$ cat src/rtl/core/rbe_pkg.sv
// ----------------------------------------------------------------------------
// Rolling band envelope package
// Shared widths, register indexes and controller/datapath command types.
// ----------------------------------------------------------------------------
package rbe_pkg;

  localparam int unsigned PriceW  = 24;
  localparam int unsigned LenW    = 9;
  localparam int unsigned KW      = 12;
  localparam int unsigned BandW   = 32;
  localparam int unsigned RootW   = 32;
  localparam int unsigned CfgIdxW = 8;
  localparam int unsigned CfgDatW = 16;

  localparam logic [CfgIdxW-1:0] RegWindowLength = 8'd0;
  localparam logic [CfgIdxW-1:0] RegBandFactor   = 8'd1;

  localparam logic [LenW-1:0] LenReset = 9'd20;
  localparam logic [KW-1:0]   KReset   = 12'd512;

  // Commands from the controller to the datapath.
  typedef struct packed {
    logic load;       // take the input beat, read the old slot
    logic update;     // update sums and write the window
    logic sq_start;   // start D computation and square root
    logic sq_step;    // one square-root iteration
    logic spread;     // form numerators
    logic div_start;  // load dividers
    logic div_step;   // one divider iteration
    logic finish;     // register result
    logic clear;      // empty the window
  } rbe_cmd_t;

  // Status from the datapath to the controller.
  typedef struct packed {
    logic full;       // window holds N prices after this item
    logic sq_done;
    logic div_done;
  } rbe_sts_t;

endpackage

$ cat src/rtl/core/rbe_ctrl.sv
// ----------------------------------------------------------------------------
// Rolling band envelope controller
// Sequences one item through update, square root and division.
// ----------------------------------------------------------------------------
module rbe_ctrl (
  input  logic              clk_i,
  input  logic              rst_ni,
  input  logic              in_valid_i,
  output logic              in_ready_o,
  output logic              out_valid_o,
  input  logic              out_ready_i,
  input  logic              cfg_len_wr_i,
  output rbe_pkg::rbe_cmd_t cmd_o,
  input  rbe_pkg::rbe_sts_t sts_i
);
  import rbe_pkg::*;

  typedef enum logic [7:0] {
    StIdle  = 8'b00000001,
    StUpd   = 8'b00000010,
    StSqSt  = 8'b00000100,
    StSqrt  = 8'b00001000,
    StSpr   = 8'b00010000,
    StDivLd = 8'b00100000,
    StDiv   = 8'b01000000,
    StOut   = 8'b10000000
  } state_e;

  state_e state_q, state_d;
  logic   ov_q, ov_d;

  // Next state and commands.
  always_comb begin
    state_d = state_q;
    ov_d    = ov_q;
    cmd_o   = '0;
    in_ready_o = 1'b0;
    if (ov_q && out_ready_i) begin
      ov_d = 1'b0;
    end
    unique case (state_q)
      StIdle: begin
        in_ready_o = 1'b1;
        cmd_o.clear = cfg_len_wr_i;
        if (in_valid_i) begin
          cmd_o.load = 1'b1;
          state_d    = StUpd;
        end
      end
      StUpd: begin
        cmd_o.update = 1'b1;
        state_d      = StSqSt;
      end
      StSqSt: begin
        cmd_o.sq_start = 1'b1;
        state_d        = StSqrt;
      end
      StSqrt: begin
        cmd_o.sq_step = 1'b1;
        if (sts_i.sq_done) begin
          state_d = StSpr;
        end
      end
      StSpr: begin
        cmd_o.spread    = 1'b1;
        state_d         = StDivLd;
      end
      StDivLd: begin
        cmd_o.div_start = 1'b1;
        state_d         = StDiv;
      end
      StDiv: begin
        cmd_o.div_step  = 1'b1;
        if (sts_i.div_done) begin
          state_d = StOut;
        end
      end
      StOut: begin
        if (!ov_q || out_ready_i) begin
          cmd_o.finish = 1'b1;
          ov_d         = 1'b1;
          state_d      = StIdle;
        end
      end
      default: state_d = StIdle;
    endcase
  end

  // State and output-valid registers.
  always_ff @(posedge clk_i or negedge rst_ni) begin
    if (!rst_ni) begin
      state_q  <= StIdle;
      ov_q     <= 1'b0;
    end else begin
      state_q  <= state_d;
      ov_q     <= ov_d;
    end
  end

  assign out_valid_o = ov_q;

`ifndef SYNTHESIS
  a_ready_idle: assert property (@(posedge clk_i) disable iff (!rst_ni)
    in_ready_o |-> state_q == StIdle)
    else $error("ready outside idle");
  a_finish_once: assert property (@(posedge clk_i) disable iff (!rst_ni)
    cmd_o.finish |=> state_q == StIdle && ov_q)
    else $error("finish did not raise output");
  a_div_after_spr: assert property (@(posedge clk_i) disable iff (!rst_ni)
    state_q == StSpr |=> state_q == StDivLd)
    else $error("divider load out of order");
`endif

endmodule

$ cat config.mk
export PLATFORM = sky130hd
export DESIGN_NAME = rbe_ctrl
export DESIGN_NICKNAME = d
export VERILOG_FILES = /design/src/rtl/core/rbe_pkg.sv /design/src/rtl/core/rbe_ctrl.sv
export SDC_FILE = /design/constraint.sdc
export NUM_CORES = 1
export LEC_CHECK = 0
export BUFFER_PORTS_ARGS = -buffer_cell sky130_fd_sc_hd__buf_4
export CORE_AREA = 2 2 39 41
export DETAILED_ROUTE_END_ITERATION = 10
export DIE_AREA = 0 0 41 43
export GPL_TIMING_DRIVEN = 0
export PLACE_DENSITY = 0.82
export SLEW_MARGIN = 20
export SYNTH_ARGS = -nofsm -noshare
export SYNTH_HDL_FRONTEND = slang
export SYNTH_SLANG_ARGS = --single-unit
$ cat constraint.sdc
create_clock -name clk_i -period 1.95 [get_ports clk_i]
set_input_delay 0.39 -clock clk_i [delete_from_list [all_inputs] [get_ports clk_i]]
set_output_delay 0.39 -clock clk_i [all_outputs]
set_load 0.03 [all_outputs]
# == Word level (Yosys, flattened, before mapping) ==
# Cells that the tools add are included.
# totals
register_bits,9
in_bits,8
output_inout_bits,11
elab_cells,38
# op_classes
n_eq_ne,12
muxes,20
reduce_logical,4
# ops
op,n
8-bit one-hot mux with 8 select lines,1
8-bit two-way mux,4
1-bit two-way mux,15
8-bit by 1-bit == test with 1-bit output (second input constant),1
8-bit by 2-bit == test with 1-bit output (second input constant),1
8-bit by 3-bit == test with 1-bit output (second input constant),1
8-bit by 4-bit == test with 1-bit output (second input constant),1
8-bit by 5-bit == test with 1-bit output (second input constant),1
8-bit by 6-bit == test with 1-bit output (second input constant),1
8-bit by 7-bit == test with 1-bit output (second input constant),1
8-bit == test (second input constant),1
2-bit != test (second input constant),4
4-bit AND reduction,1
1-bit logical AND,1
1-bit zero test,1
1-bit logical OR,1

# == Logic depth before layout (Yosys ltp) ==
# logic_depth
depth_word,4
ltp_mapped,6

# == Worst setup path before layout ==
# OpenSTA, ideal clock, no wires.
# synth_timing
path_kind,register -> output
start,register state_q[6]
end,output cmd_o[0] (netlist name)
arrival_time_ns,1.816
required_ns,1.560
slack_ns,-0.256
stages_incl_launch_ff,6
n_path_buf,1
path_cell_list,dfrtp_1 buf_4 nor4_2 nand2_1 nor3b_2 and2_1
# synth_rtl
element,line,text
start: declaration,rbe_ctrl.sv:29,"state_e state_q, state_d;"
start signal: assignment,rbe_ctrl.sv:92,state_q <= StIdle;
start signal: assignment,rbe_ctrl.sv:95,state_q <= state_d;
end: declaration,rbe_ctrl.sv:13,"output rbe_pkg::rbe_cmd_t cmd_o,"

==> impl_results.md <==
* CTS buffer count at 3
* Yosys warning count at 0
* Final Hold Fails at 0
* Final Setup Violations at 7
* R2R Path End: state_q[7]
* Full die area at 0.00176 mm²
* Final worst slack at -198 ps
* Number of synthesized register bits at 9
* Pwr dens at 1310 mW/mm²
* Skew final at 8.69 ps
* Placement Setup Slack at 33.9 ps
* Worst path arrival time at 1760 ps
* Critical path data required time at 1560 ps
* Syn Area/Cell at 9.19 µm²
* Buffer and inverter count on the worst path at 2
* Placed Cells at 97
* Max Buffers Root-to-Sink at 2
* Clk sink count at 9
* Status: finished, violations left
* Switching portion of total power at 41.7%
* Worst Tran Pin Value at 336 ps
* Die X at 41 µm
* Clk pwr share at 11.1%
* Tcrit/Tclk final at 110%
* Hold depth at 2
* Hpwl dp at 931 µm
* WL per Instance at 16.2 µm
* IO Pins at 19
* Worst R2R Start: state_q[6]
* Vias post-DR at 646
* Critical path startpoint category: flip-flop
* CP Depth at 6
* Worst setup path start: state_q[2]
* Share of cells above drive strength 1 at 61.5%
* RSZ-0062 raised after global routing: yes
* Initial core utilization at 42.5%
* Maximum VDD drop at 0.000667 V
* CP endpoint: cmd_o[0]
* Routability cong. at 0.822
* FF-to-FF path depth at 6
* GRT overflow at 0
* Largest net degree at the start of global routing at 11
* Mapped Cells at 64
* Worst-path cell chain: buf_6 -> nor4_4 -> nand2_2 -> nor3b_4 -> and2_4 -> buf_6
* Worst path top cell family by delay: simple AND/OR/NAND/NOR gates
* # diodes at 0
* Max_cap viols at 0
* Final cell count without fillers at 120
* Fmax at 0.466 GHz
* FP Rows at 14
* Pint at 0.778 mW
* CP endpoint kind: output port
* Clock Latency Late Sink at 270 ps
* DR DRC count at 0
* Hold_ws at 311 ps
* Sequential share of power at 19.4%
* Worst slew margin at 77.5%
* Drt initial violations at 11
* Tot Pwr at 1.34 mW
* Slowest stage delay, CP at 380 ps
* Die Ht at 43 µm
* Worst reg2reg setup slack at 240 ps
* Synth top area cells: dfrtp_1, nand2b_1, dfstp_2
* Final WL at 1940 µm
* Final Max Tran Viols at 0
* Area Overhead vs Synth at 73.6%
* Vias in the first global route at 561
* CTS tree: built
* Failing checks: negative setup slack
* Fin crit period at 2150 ps
* Most common cell after layout, fill and taps aside: buf_4
* Post-route ant nets at 0
* Initial antenna violation count at 0
* Crit path top cell by count: buf_6
* Port Buf Inserts at 17
* Vias per cell at 5.38
* Commonest non-fill, non-tap cells in the layout: buf_4, buf_6, dfrtp_1
* Placeable Area at 0.00138 mm²
* Worst Path Max Fanout at 6
* Post-Synthesis Net Count at 72
* Root buf cell: clkbuf_4
* Nets at 113
* Leak Pwr at 0.477 nW
* Design area at 0.00102 mm²
* DR pass1 iterations at 4
* Max H-tree Level at 1
* Worst hold path class: input port to flip-flop
* Dominant cell type by area after synthesis: dfrtp_1
* Gr usage total at 23.6%
* Area share of the largest cell type after synthesis at 34.0%
* Area of the mapped netlist at 588 µm²
* CTS clk-pin slew, worst paths at 60 ps
* Post-place instance area at 763 µm²
* Synth cell types at 29
* Sw Pwr at 0.557 mW
* Combinational share of power at 69.5%
* Post-synthesis sequential area ratio at 38.5%
* Critical-path top delay cell: dfrtp_1
* WS Path Type: flip-flop to output port
* First-pass GRT wire length at 2690 µm
-- power by group through the flow --
stage | clock (mW) | combinational [mW] | sequential, mW
floorplan | 0 | 0.416 | 0.267
global placement | 0 | 0.530 | 0.271
detailed placement | 0 | 0.544 | 0.274
CTS | 0.151 | 0.750 | 0.256
global route | 0.165 | 0.986 | 0.260
finish | 0.149 | 0.928 | 0.259
-- logic make-up (layout without fill, tap and decap cells) --
| family | Yosys count | in the layout | synth area share (%) |
|---|---|---|---|
| compound gates | 9 | 9 | 8.73 |
| xor+xnor | 2 | 2 | 2.98 |
| buf+inv | 6 | 46 | 7.23 |
| flops | 9 | 9 | 38.5 |
| simple gates | 38 | 38 | 42.6 |
-- synth_stat cells --
master / n
dfrtp_1: 8
nand2b_1: 5
nor2_1: 5
nor3_1: 5
o21ai_0: 4
and2_1: 3
buf_4: 3
nand2_1: 3
nor4b_1: 3
a21oi_1: 2
nand3b_1: 2
nor2b_1: 2
nor3b_1: 2
nor3b_2: 2
a21boi_0: 1
buf_2: 1
buf_6: 1
dfstp_2: 1
inv_1: 1
nand2_2: 1
nor2_2: 1
nor4_2: 1
o21bai_1: 1
o22ai_1: 1
or2_2: 1
or3_4: 1
or3b_2: 1
xnor2_1: 1
xor2_1: 1
-- worst reg2reg max path: stages, from the launching register on --
cell and delay [ps]:
dfrtp_1 420, buf_4 160, buf_4 150, nor4b_1 330, nor3_1 90, nor3_1 280
o22ai_1 130
-- worst min-delay path by stage --
stage | start | endpoint | slack, ps
4_1_cts | sts_i[0] | state_q[6] | 310
6_report | sts_i[0] | state_q[6] | 310
5_1_grt | sts_i[0] | state_q[6] | 310
3_5_place_dp | rst_ni | state_q[6] | 220
3_3_place_gp | rst_ni | state_q[3] | 220
2_1_floorplan | rst_ni | out_valid_o | 90
-- state kept, by name (all words and copies together), names as in the netlist --
| register | count |
|---|---|
| out_valid_o | 1 |
| state_q | 8 |
-- metal layers --
layer	vias to the layer above	global-route usage (%)	routed length [µm]
met5	-	0	0
met4	0	10.0	25
met3	4	7.85	114
met2	25	32.5	1020
met1	316	32.7	784
li1	301	-	-
-- per-stage QoR --
| step | utilization (%) | TNS (ps) |
|---|---|---|
| detailed placement | 55.2 | 0 |
| finish | 73.8 | -955 |
| global route | 73.8 | -1510 |
| floorplan | - | -55.2 |
| CTS | 68.0 | -769 |
| global placement | 55.2 | 0 |
-- layout make-up --
type | instances | area, µm²
buffer | 2 | 16.3
clock buffer | 4 | 26.3
fill | 94 | 363
inverter | 1 | 3.75
multi-input combinational | 49 | 397
sequential | 9 | 229
tap | 16 | 20.0
timing repair buffer | 39 | 329
-- what timing repair did --
action,in CTS,in global routing
hold buffers,1,0
resized for setup,17,7
endpoints found under the hold margin,8,0
setup buffers,13,9
setup endpoints to repair,9,10
pin swaps,11,8
Power figures use the tool's default switching activity.
